==> src/design/sitda_pkg.sv <==
package sitda_pkg;

    localparam int MAG_W   = 32;
    localparam int DIG_N   = 10;
    localparam int BCD_W   = 4 * DIG_N;
    localparam int CNT_W   = $clog2(MAG_W + 1);
    localparam int IDX_W   = $clog2(DIG_N);
    localparam int CHAR_W  = 6;

    localparam logic [CHAR_W-1:0] CHAR_MINUS = 6'd45;
    localparam logic [CHAR_W-1:0] CHAR_ZERO  = 6'd48;

    typedef logic [DIG_N-1:0][3:0] t_bcd;

    typedef enum logic [1:0] {
        ST_IDLE,
        ST_CONV,
        ST_EMIT
    } t_state;

    // One output beat from the character sequencer.
    typedef struct packed {
        logic              valid;
        logic [CHAR_W-1:0] code;
        logic              last;
    } t_char_beat;

endpackage

==> src/design/sitda_bcd.sv <==
module sitda_bcd (
    input  logic                  i_clk,
    input  logic                  i_rst_n,
    input  logic                  i_load,
    input  logic [sitda_pkg::MAG_W-1:0] i_mag,
    output logic                  o_busy,
    output sitda_pkg::t_bcd       o_bcd
);
    import sitda_pkg::*;

    logic [MAG_W-1:0] r_mag, n_mag;
    t_bcd             r_bcd, n_bcd;
    logic [CNT_W-1:0] r_cnt, n_cnt;
    t_bcd             adj;

    // add-3 on every digit >= 5, then shift one magnitude bit in
    always_comb begin
        for (int i = 0; i < DIG_N; i++) begin
            adj[i] = (r_bcd[i] >= 4'd5) ? r_bcd[i] + 4'd3 : r_bcd[i];
        end
    end

    always_comb begin
        n_mag = r_mag;
        n_bcd = r_bcd;
        n_cnt = r_cnt;
        if (i_load) begin
            n_mag = i_mag;
            n_bcd = '0;
            n_cnt = CNT_W'(MAG_W);
        end else if (r_cnt != '0) begin
            // top bit of the adjusted digits falls off, magnitude msb enters at bit 0
            n_bcd = BCD_W'({adj, r_mag[MAG_W-1]});
            n_mag = {r_mag[MAG_W-2:0], 1'b0};
            n_cnt = r_cnt - 1'b1;
        end
    end

    always_ff @(posedge i_clk) begin
        r_mag <= n_mag;
        r_bcd <= n_bcd;
        if (!i_rst_n) begin
            r_cnt <= '0;
        end else begin
            r_cnt <= n_cnt;
        end
    end

    assign o_busy = (r_cnt != '0);
    assign o_bcd  = r_bcd;

endmodule

==> src/design/sitda_emit.sv <==
module sitda_emit (
    input  logic                   i_clk,
    input  logic                   i_rst_n,
    input  logic                   i_load,
    input  logic                   i_negative,
    input  sitda_pkg::t_bcd        i_bcd,
    output sitda_pkg::t_char_beat  o_beat
);
    import sitda_pkg::*;

    t_bcd             r_bcd;
    logic             r_active, n_active;
    logic             r_sign, n_sign;
    logic [IDX_W-1:0] r_idx, n_idx;
    logic [IDX_W-1:0] msd;
    logic             last;

    // most significant nonzero digit; zero keeps index 0
    always_comb begin
        msd = '0;
        for (int i = 0; i < DIG_N; i++) begin
            if (i_bcd[i] != 4'd0) begin
                msd = IDX_W'(i);
            end
        end
    end

    assign last = !r_sign && (r_idx == '0);

    always_comb begin
        n_active = r_active;
        n_sign   = r_sign;
        n_idx    = r_idx;
        o_beat   = '0;
        if (i_load) begin
            n_active = 1'b1;
            n_sign   = i_negative;
            n_idx    = msd;
        end else if (r_active) begin
            o_beat.valid = 1'b1;
            o_beat.last  = last;
            if (r_sign) begin
                o_beat.code = CHAR_MINUS;
                n_sign      = 1'b0;
            end else begin
                o_beat.code = CHAR_ZERO + {2'b00, r_bcd[r_idx]};
                if (last) begin
                    n_active = 1'b0;
                end else begin
                    n_idx = r_idx - 1'b1;
                end
            end
        end
    end

    always_ff @(posedge i_clk) begin
        if (i_load) begin
            r_bcd <= i_bcd;
        end
        r_idx <= n_idx;
        if (!i_rst_n) begin
            r_active <= 1'b0;
            r_sign   <= 1'b0;
        end else begin
            r_active <= n_active;
            r_sign   <= n_sign;
        end
    end

endmodule

==> src/design/signed_int_to_decimal_ascii_unit.sv <==
// The first character follows the load and the 32 shift/add-3 steps of the binary-to-BCD loop.
// An item producing n characters (1..11) holds busy through its last character.
// No new start is taken while an item is in progress; the next start is taken the cycle
// after the last char.
// Rate is set by the bit-serial binary-to-BCD loop, then one character per cycle.
// Reset (i_rst_n low, synchronous) drops busy and o_valid; the receiver cannot stall.
module signed_int_to_decimal_ascii_unit (
    input  logic                          i_clk,
    input  logic                          i_rst_n,
    input  logic                          start,
    output logic                          busy,
    input  logic signed [sitda_pkg::MAG_W-1:0] i_value,
    output logic                          o_valid,
    output logic [sitda_pkg::CHAR_W-1:0]  o_char_code,
    output logic                          o_last_char
);
    import sitda_pkg::*;

    t_state           r_state, n_state;
    logic             r_neg;
    logic             accept;
    logic [MAG_W-1:0] mag;
    logic             bcd_busy;
    t_bcd             bcd;
    logic             emit_load;
    t_char_beat       beat;

    assign accept = start && !busy;
    // two's complement negate, exact for the most negative value
    assign mag    = i_value[MAG_W-1] ? (~i_value + 1'b1) : i_value;

    always_comb begin
        n_state   = r_state;
        busy      = 1'b1;
        emit_load = 1'b0;
        case (r_state)
            ST_IDLE: begin
                busy = 1'b0;
                if (start) begin
                    n_state = ST_CONV;
                end
            end
            ST_CONV: begin
                if (!bcd_busy) begin
                    emit_load = 1'b1;
                    n_state   = ST_EMIT;
                end
            end
            ST_EMIT: begin
                if (beat.valid && beat.last) begin
                    n_state = ST_IDLE;
                end
            end
            default: begin
                n_state = ST_IDLE;
            end
        endcase
    end

    always_ff @(posedge i_clk) begin
        if (accept) begin
            r_neg <= i_value[MAG_W-1];
        end
        if (!i_rst_n) begin
            r_state <= ST_IDLE;
        end else begin
            r_state <= n_state;
        end
    end

    sitda_bcd u_bcd (
        .i_clk   (i_clk),
        .i_rst_n (i_rst_n),
        .i_load  (accept),
        .i_mag   (mag),
        .o_busy  (bcd_busy),
        .o_bcd   (bcd)
    );

    sitda_emit u_emit (
        .i_clk      (i_clk),
        .i_rst_n    (i_rst_n),
        .i_load     (emit_load),
        .i_negative (r_neg),
        .i_bcd      (bcd),
        .o_beat     (beat)
    );

    assign o_valid     = beat.valid;
    assign o_char_code = beat.code;
    assign o_last_char = beat.last;

endmodule

==> config.mk <==
export PLATFORM = sky130hd
export DESIGN_NAME = signed_int_to_decimal_ascii_unit
export DESIGN_NICKNAME = d
export VERILOG_FILES = /design/src/design/sitda_pkg.sv /design/src/design/sitda_bcd.sv /design/src/design/sitda_emit.sv /design/src/design/signed_int_to_decimal_ascii_unit.sv
export SDC_FILE = /design/constraint.sdc
export NUM_CORES = 1
export LEC_CHECK = 0
export BUFFER_PORTS_ARGS = -buffer_cell sky130_fd_sc_hd__buf_2
export CORE_MARGIN = 3
export CORE_UTILIZATION = 55
export CTS_CLUSTER_SIZE = 28
export DETAILED_ROUTE_END_ITERATION = 8
export MAX_ROUTING_LAYER = met4
export PLACE_DENSITY = 0.7
export SYNTH_ARGS = -nofsm -noshare
export SYNTH_HDL_FRONTEND = slang
export SYNTH_HIERARCHICAL = 1
export SYNTH_SLANG_ARGS = --single-unit
==> constraint.sdc <==
create_clock -name i_clk -period 11.8 [get_ports i_clk]
set_input_delay 1.77 -clock i_clk [delete_from_list [all_inputs] [get_ports i_clk]]
set_output_delay 1.77 -clock i_clk [all_outputs]
set_load 0.02 [all_outputs]
Word-level counts from Yosys, hierarchy flattened --
Cells that the tools add are included.
Word-level totals: register bits after elaboration 127, input bits 35, output and inout bits 9, logic and storage cells 129
Operators by class: add/subtract/negate cells 14, $lt $le $gt $ge 11, eq/ne operators 7, muxes and demuxes 46, bitwise logic cells 2, reductions and logical operators 21
Operators with widths (number):
- $mux 32 | 3
- $mux 4 | 16
- $ge 4x3->1 const B | 10
- $add 4x2->4 const B | 9
- $reduce_bool 4->1 | 9
- $add 32x1->32 const B | 1
- $not 32->32 | 1
- $mux 6 | 3
- $bmux 4 s4 | 1
- $mux 8 | 2
- $mux 3 | 5
- $mux 1 | 10
- $mux 2 | 5
- $ne 2x2->1 const B | 5
- $add 5x5->6 const A | 1
- $pmux 2 s3 | 1
- $reduce_and 3->1 | 2
- $reduce_bool 6->1 | 1
- $sub 6x1->6 const B | 1
- $lt 4x5->1 const B | 1
- $logic_not 4->1 | 1
- $reduce_bool 2->1 | 2
- $sub 4x1->4 const B | 1
- $add 3x2->3 const B | 1
- 7 further kinds | 9

Longest topological paths before layout --
depth after elaboration 11, mapped depth 13, mapped depth without buffers 11

By module --
Netlist, hierarchy kept.
By module, submodules not included:
- sitda_bcd | times used 1, cells each 447, area each 4216.5 um^2, sequential area each 1881.8 um^2
- sitda_emit | times used 1, cells each 146, area each 2050.7 um^2, sequential area each 1361.3 um^2
- signed_int_to_decimal_ascii_unit | times used 1, cells each 107, area each 824.5 um^2, sequential area each 70.1 um^2

Worst setup path before layout --
OpenSTA, ideal clock, no wires.
path type reg-to-output, from register u_bcd.r_cnt[2], to output o_valid, arrival time 5147 ps, required time 10030 ps, slack 4883 ps, cell stages (with the launch flop) 10, path buffers 3, path through dfxtp_1 -> or3_1 -> buf_4 -> nor2_8 -> inv_2 -> buf_2 -> nor3b_1 -> nand2b_1 -> inv_1 -> buf_4
Between the ends: longest elaborated chain between the ends 4
RTL lines:
- start, declared | line sitda_bcd.sv:13 | logic [CNT_W-1:0] r_cnt, n_cnt;
- start signal, assigned | line sitda_bcd.sv:45 | r_cnt <= n_cnt;
- $reduce_bool 6->1 | line sitda_bcd.sv:49 | assign o_busy = (r_cnt != '0);
- via bcd_busy | line signed_int_to_decimal_ascii_unit.sv:23 | logic bcd_busy;
- $mux 1 | line signed_int_to_decimal_ascii_unit.sv:44 | if (!bcd_busy) begin
- $mux 1 | line signed_int_to_decimal_ascii_unit.sv:36 | case (r_state)
- via emit_load | line signed_int_to_decimal_ascii_unit.sv:25 | logic emit_load;
- $mux 8 | line sitda_emit.sv:35 | if (i_load) begin
- end, declared | line signed_int_to_decimal_ascii_unit.sv:13 | output logic o_valid,
The timed path passes the listed nets, and every way through them passes these cells.

Worst setup path in the final report --
from register u_bcd.r_cnt[0], to output o_last_char
Between the ends: longest elaborated chain between the ends 4
RTL lines:
- $reduce_bool 6->1 | line sitda_bcd.sv:49
- via bcd_busy | line signed_int_to_decimal_ascii_unit.sv:23
- $mux 1 | line signed_int_to_decimal_ascii_unit.sv:44
- $mux 1 | line signed_int_to_decimal_ascii_unit.sv:36
- via emit_load | line signed_int_to_decimal_ascii_unit.sv:25
- $mux 8 | line sitda_emit.sv:35
- end, declared | line signed_int_to_decimal_ascii_unit.sv:15 | output logic o_last_char
The timed path passes the listed nets, and every way through them passes these cells.

==> results by group <==
Routing
  – Wire length on met2: approximately 7400 um
  – Metal-1 WL: between 7000 and 8000 um
  – Pre-Repair DR Iteration Count: 5
  – Vias per cell: roughly 6.1
  – Initial DRC count: around 570
  – DRT antenna net count: 0
  – Drt wl/cell: 17.7 um
  – Via count: 5566
  – DRC Markers: 0
  – DR WL met3: 988 um
  – Top sig layer: met4
  – DRT Wirelength: ~16000 um

Clock tree
  – Clock buffer count from CTS: 17
  – H-tree level count: 4
  – Post-CTS Setup Bufs: 0
  – Clk slew on worst S/H paths: roughly 60 ps
  – CTS sink count: between 100 and 150
  – Worst skew pair latency: a little over 400 ps
  – Buffer depth of the longest clock path: 2
  – CTS tree: yes
  – Root buf cell: clkbuf_16
  – Cts hold-fix bufs: 0
  – Post-CTS resize count: 0

Synth
  – Ys flop type: edfxtp_1
  – Sequential cell area fraction in the yosys report: 0.467
  – Mapped Area: about 7100 um^2
  – YS warnings: 6
  – Async set-reset flop share out of synthesis: 0
  – Leading area contributor after synthesis: edfxtp_1
  – Post-synth top area share: 0.326
  – FF+latch count, synth: approximately 130
  – Top cells by area, synth: edfxtp_1 33%, dfxtp_1 14%, mux2_2 5.6%, nand2_1 5.0%, ha_1 4.4%
  – EDFF count, synth: just under 80
  – Post-Syn Instances: 700
  – Yosys cell types: 54
  – Synthesized Nets: 760
  – Mapped Avg Cell Area: 10.1 um^2

Finish
  – Layout cells sized above 1: 0.174
  – Most frequent cells in the layout: 95 x nand2_1, 77 x edfxtp_1, 50 x dfxtp_1, 43 x buf_2, 35 x mux2_2
  – Syn-to-layout area delta: 12.1%
  – NumNets Final: 787
  – Antenna cells: 0
  – Leading cell type in the layout, fill and taps excluded: nand2_1

STA
  – Worst-margin pin slew: around 1000 ps
  – Hold_ws: roughly 500 ps
  – Slew Viols, Final: 0
  – Period utilization: 0.414
  – Max-slew headroom: 0.339
  – Fin. Hold Viols: 0
  – RSZ-0062 raised after global routing: false
  – Final setup violation count: 0
  – Minimum clock period: between 4000 and 5000 ps
  – Highest Clock Rate: just over 200 MHz
  – Total negative slack: 0 ps
  – Final setup margin: a little under 7000 ps
  – Final Skew: slightly below 6 ps

Setup path
  – Critical Path Source: u_bcd/r_cnt[0]
  – Crit. End Element: output pin
  – Worst reg-to-reg setup slack: between 8000 and 9000 ps
  – CP bufs+invs: 3
  – Crit path required time: ~10000 ps
  – Most common cell on crit path: nand2b_1
  – CP top delay family: simple AND/OR/NAND/NOR gates
  – Crit path launch type: flop
  – Worst path max stage delay: between 500 and 600 ps
  – Max Fanout on Critical Path: 25
  – Worst R2R Start: u_bcd/r_cnt[0]
  – Worst Path Arrival: 3120 ps
  – Crit-path slowest cell: nand2b_1
  – Worst reg2reg endpoint: u_emit/r_idx[3]
  – FF-to-FF path depth: 9
  – CP Depth: 9
  – Cell chain of the critical path: inv_1, ha_1, nand2b_1, nor2_8, inv_2, nor3b_2, nand2b_1, nor3_1, buf_2
  – WS Path Type: reg2out

Place
  – Placer Congestion: between 0.8 and 0.9
  – Hpwl dp: 10900 um
  – Worst slack, placed: 7360 ps
  – Input/output buffers: 43

GRT
  – Total track usage: 0.238
  – Grt total ovfl: 0
  – Largest net degree at the start of global routing: 65
  – Vias in the first global route: around 5200
  – First-pass GRT wire length: around 26000 um
  – Initial antenna violation count: 0

Hold path
  – Hold Crit Depth: 1
  – Hold path start: r_state[1]
  – Hold Path Class: reg2reg
  – Worst Hold Path EP: r_state[0]

Floorplan
  – Die area: about 14000 um^2
  – Die Height: between 100 and 150 um
  – Chip Width: about 120 um
  – # IOs: between 40 and 50
  – Initial core utilization: 0.576
  – Site Rows: 40
  – Core area: around 12000 um^2

Pwr
  – PD cells: about 280 nW/um^2
  – Peak VDD IR: between 100 and 150 uV
  – Static Leak: about 2.8 nW

Job
  – Max-cap violation count: 0

Outcome
  – Status: completed
==> cell families (layout without fill, tap and decap cells) <==
family / after synthesis / in the layout / share of synthesized area
simple gates: 229 / 229 / 0.166
compound gates: 161 / 161 / 0.158
flops: 127 / 127 / 0.467
buf+inv: 72 / 112 / 0.0432
mux: 52 / 52 / 0.0796
xor+xnor: 34 / 34 / 0.0420
fa+ha+maj: 25 / 25 / 0.0441
==> per-layer routing <==
metal | vias up | GRT usage
met4 | 0 | 0.0773
li1 | 2690 | -
met3 | 16 | 0.0589
met1 | 2686 | 0.325
met2 | 174 | 0.351
met5 | - | -
==> worst max path at each step <==
stage                            endpoint
after floorplan                   o_valid
after global placement    u_bcd/r_mag[20]
after detailed placement      o_last_char
after CTS                     o_last_char
after global routing          o_last_char
final                         o_last_char
==> area by class of cell <==
| type | instances | area [um^2] |
|---|---|---|
| Tap cell | 168 | 210 |
| Clock buffer | 20 | 437 |
| Sequential cell | 127 | 3310 |
| Inverter | 31 | 116 |
| Clock inverter | 12 | 121 |
| Fill cell | 1033 | 4360 |
| Timing Repair Buffer | 49 | 260 |
| Multi-Input combinational cell | 501 | 3490 |
==> metrics by stage <==
stage	area [um^2]	std cells	total power [W]	util
floorplan	7090	700	0.00147	-
global placement	7390	876	0.00165	0.600
detailed placement	7390	876	0.00169	0.600
CTS	7950	908	0.00218	0.646
global route	7950	908	0.00233	0.646
finish	7950	908	0.00219	0.646
==> power by group <==
part | internal [W] | total [W] | switching, W
Combinational | 0.000329 | 0.000849 | 0.000520
Sequential | 0.000686 | 0.000849 | 0.000163
Clock | 0.000307 | 0.000490 | 0.000183
==> Yosys cell counts, types with 13 or more instances <==
cell type	count
a211oi_1	21
a21oi_1	22
clkbuf_1	31
dfxtp_1	50
edfxtp_1	77
ha_1	25
inv_1	29
mux2_2	35
mux2i_1	17
nand2_1	95
nand2b_1	13
nand4_1	13
nor2_1	20
nor2b_1	15
nor3_1	23
o21ai_0	32
o31ai_1	13
o32ai_1	20
o41ai_1	17
xnor2_1	33
==> flip-flops by register name (all words and copies together) (netlist names) <==
signal and count:
u_emit/r_active 1, u_emit/r_sign 1, u_bcd/r_mag 32, u_emit/r_idx 4
u_bcd/r_cnt 6, r_state 2, u_emit/r_bcd 40, r_neg 1
u_bcd/o_bcd 40
(Power assumes the default switching activity.)
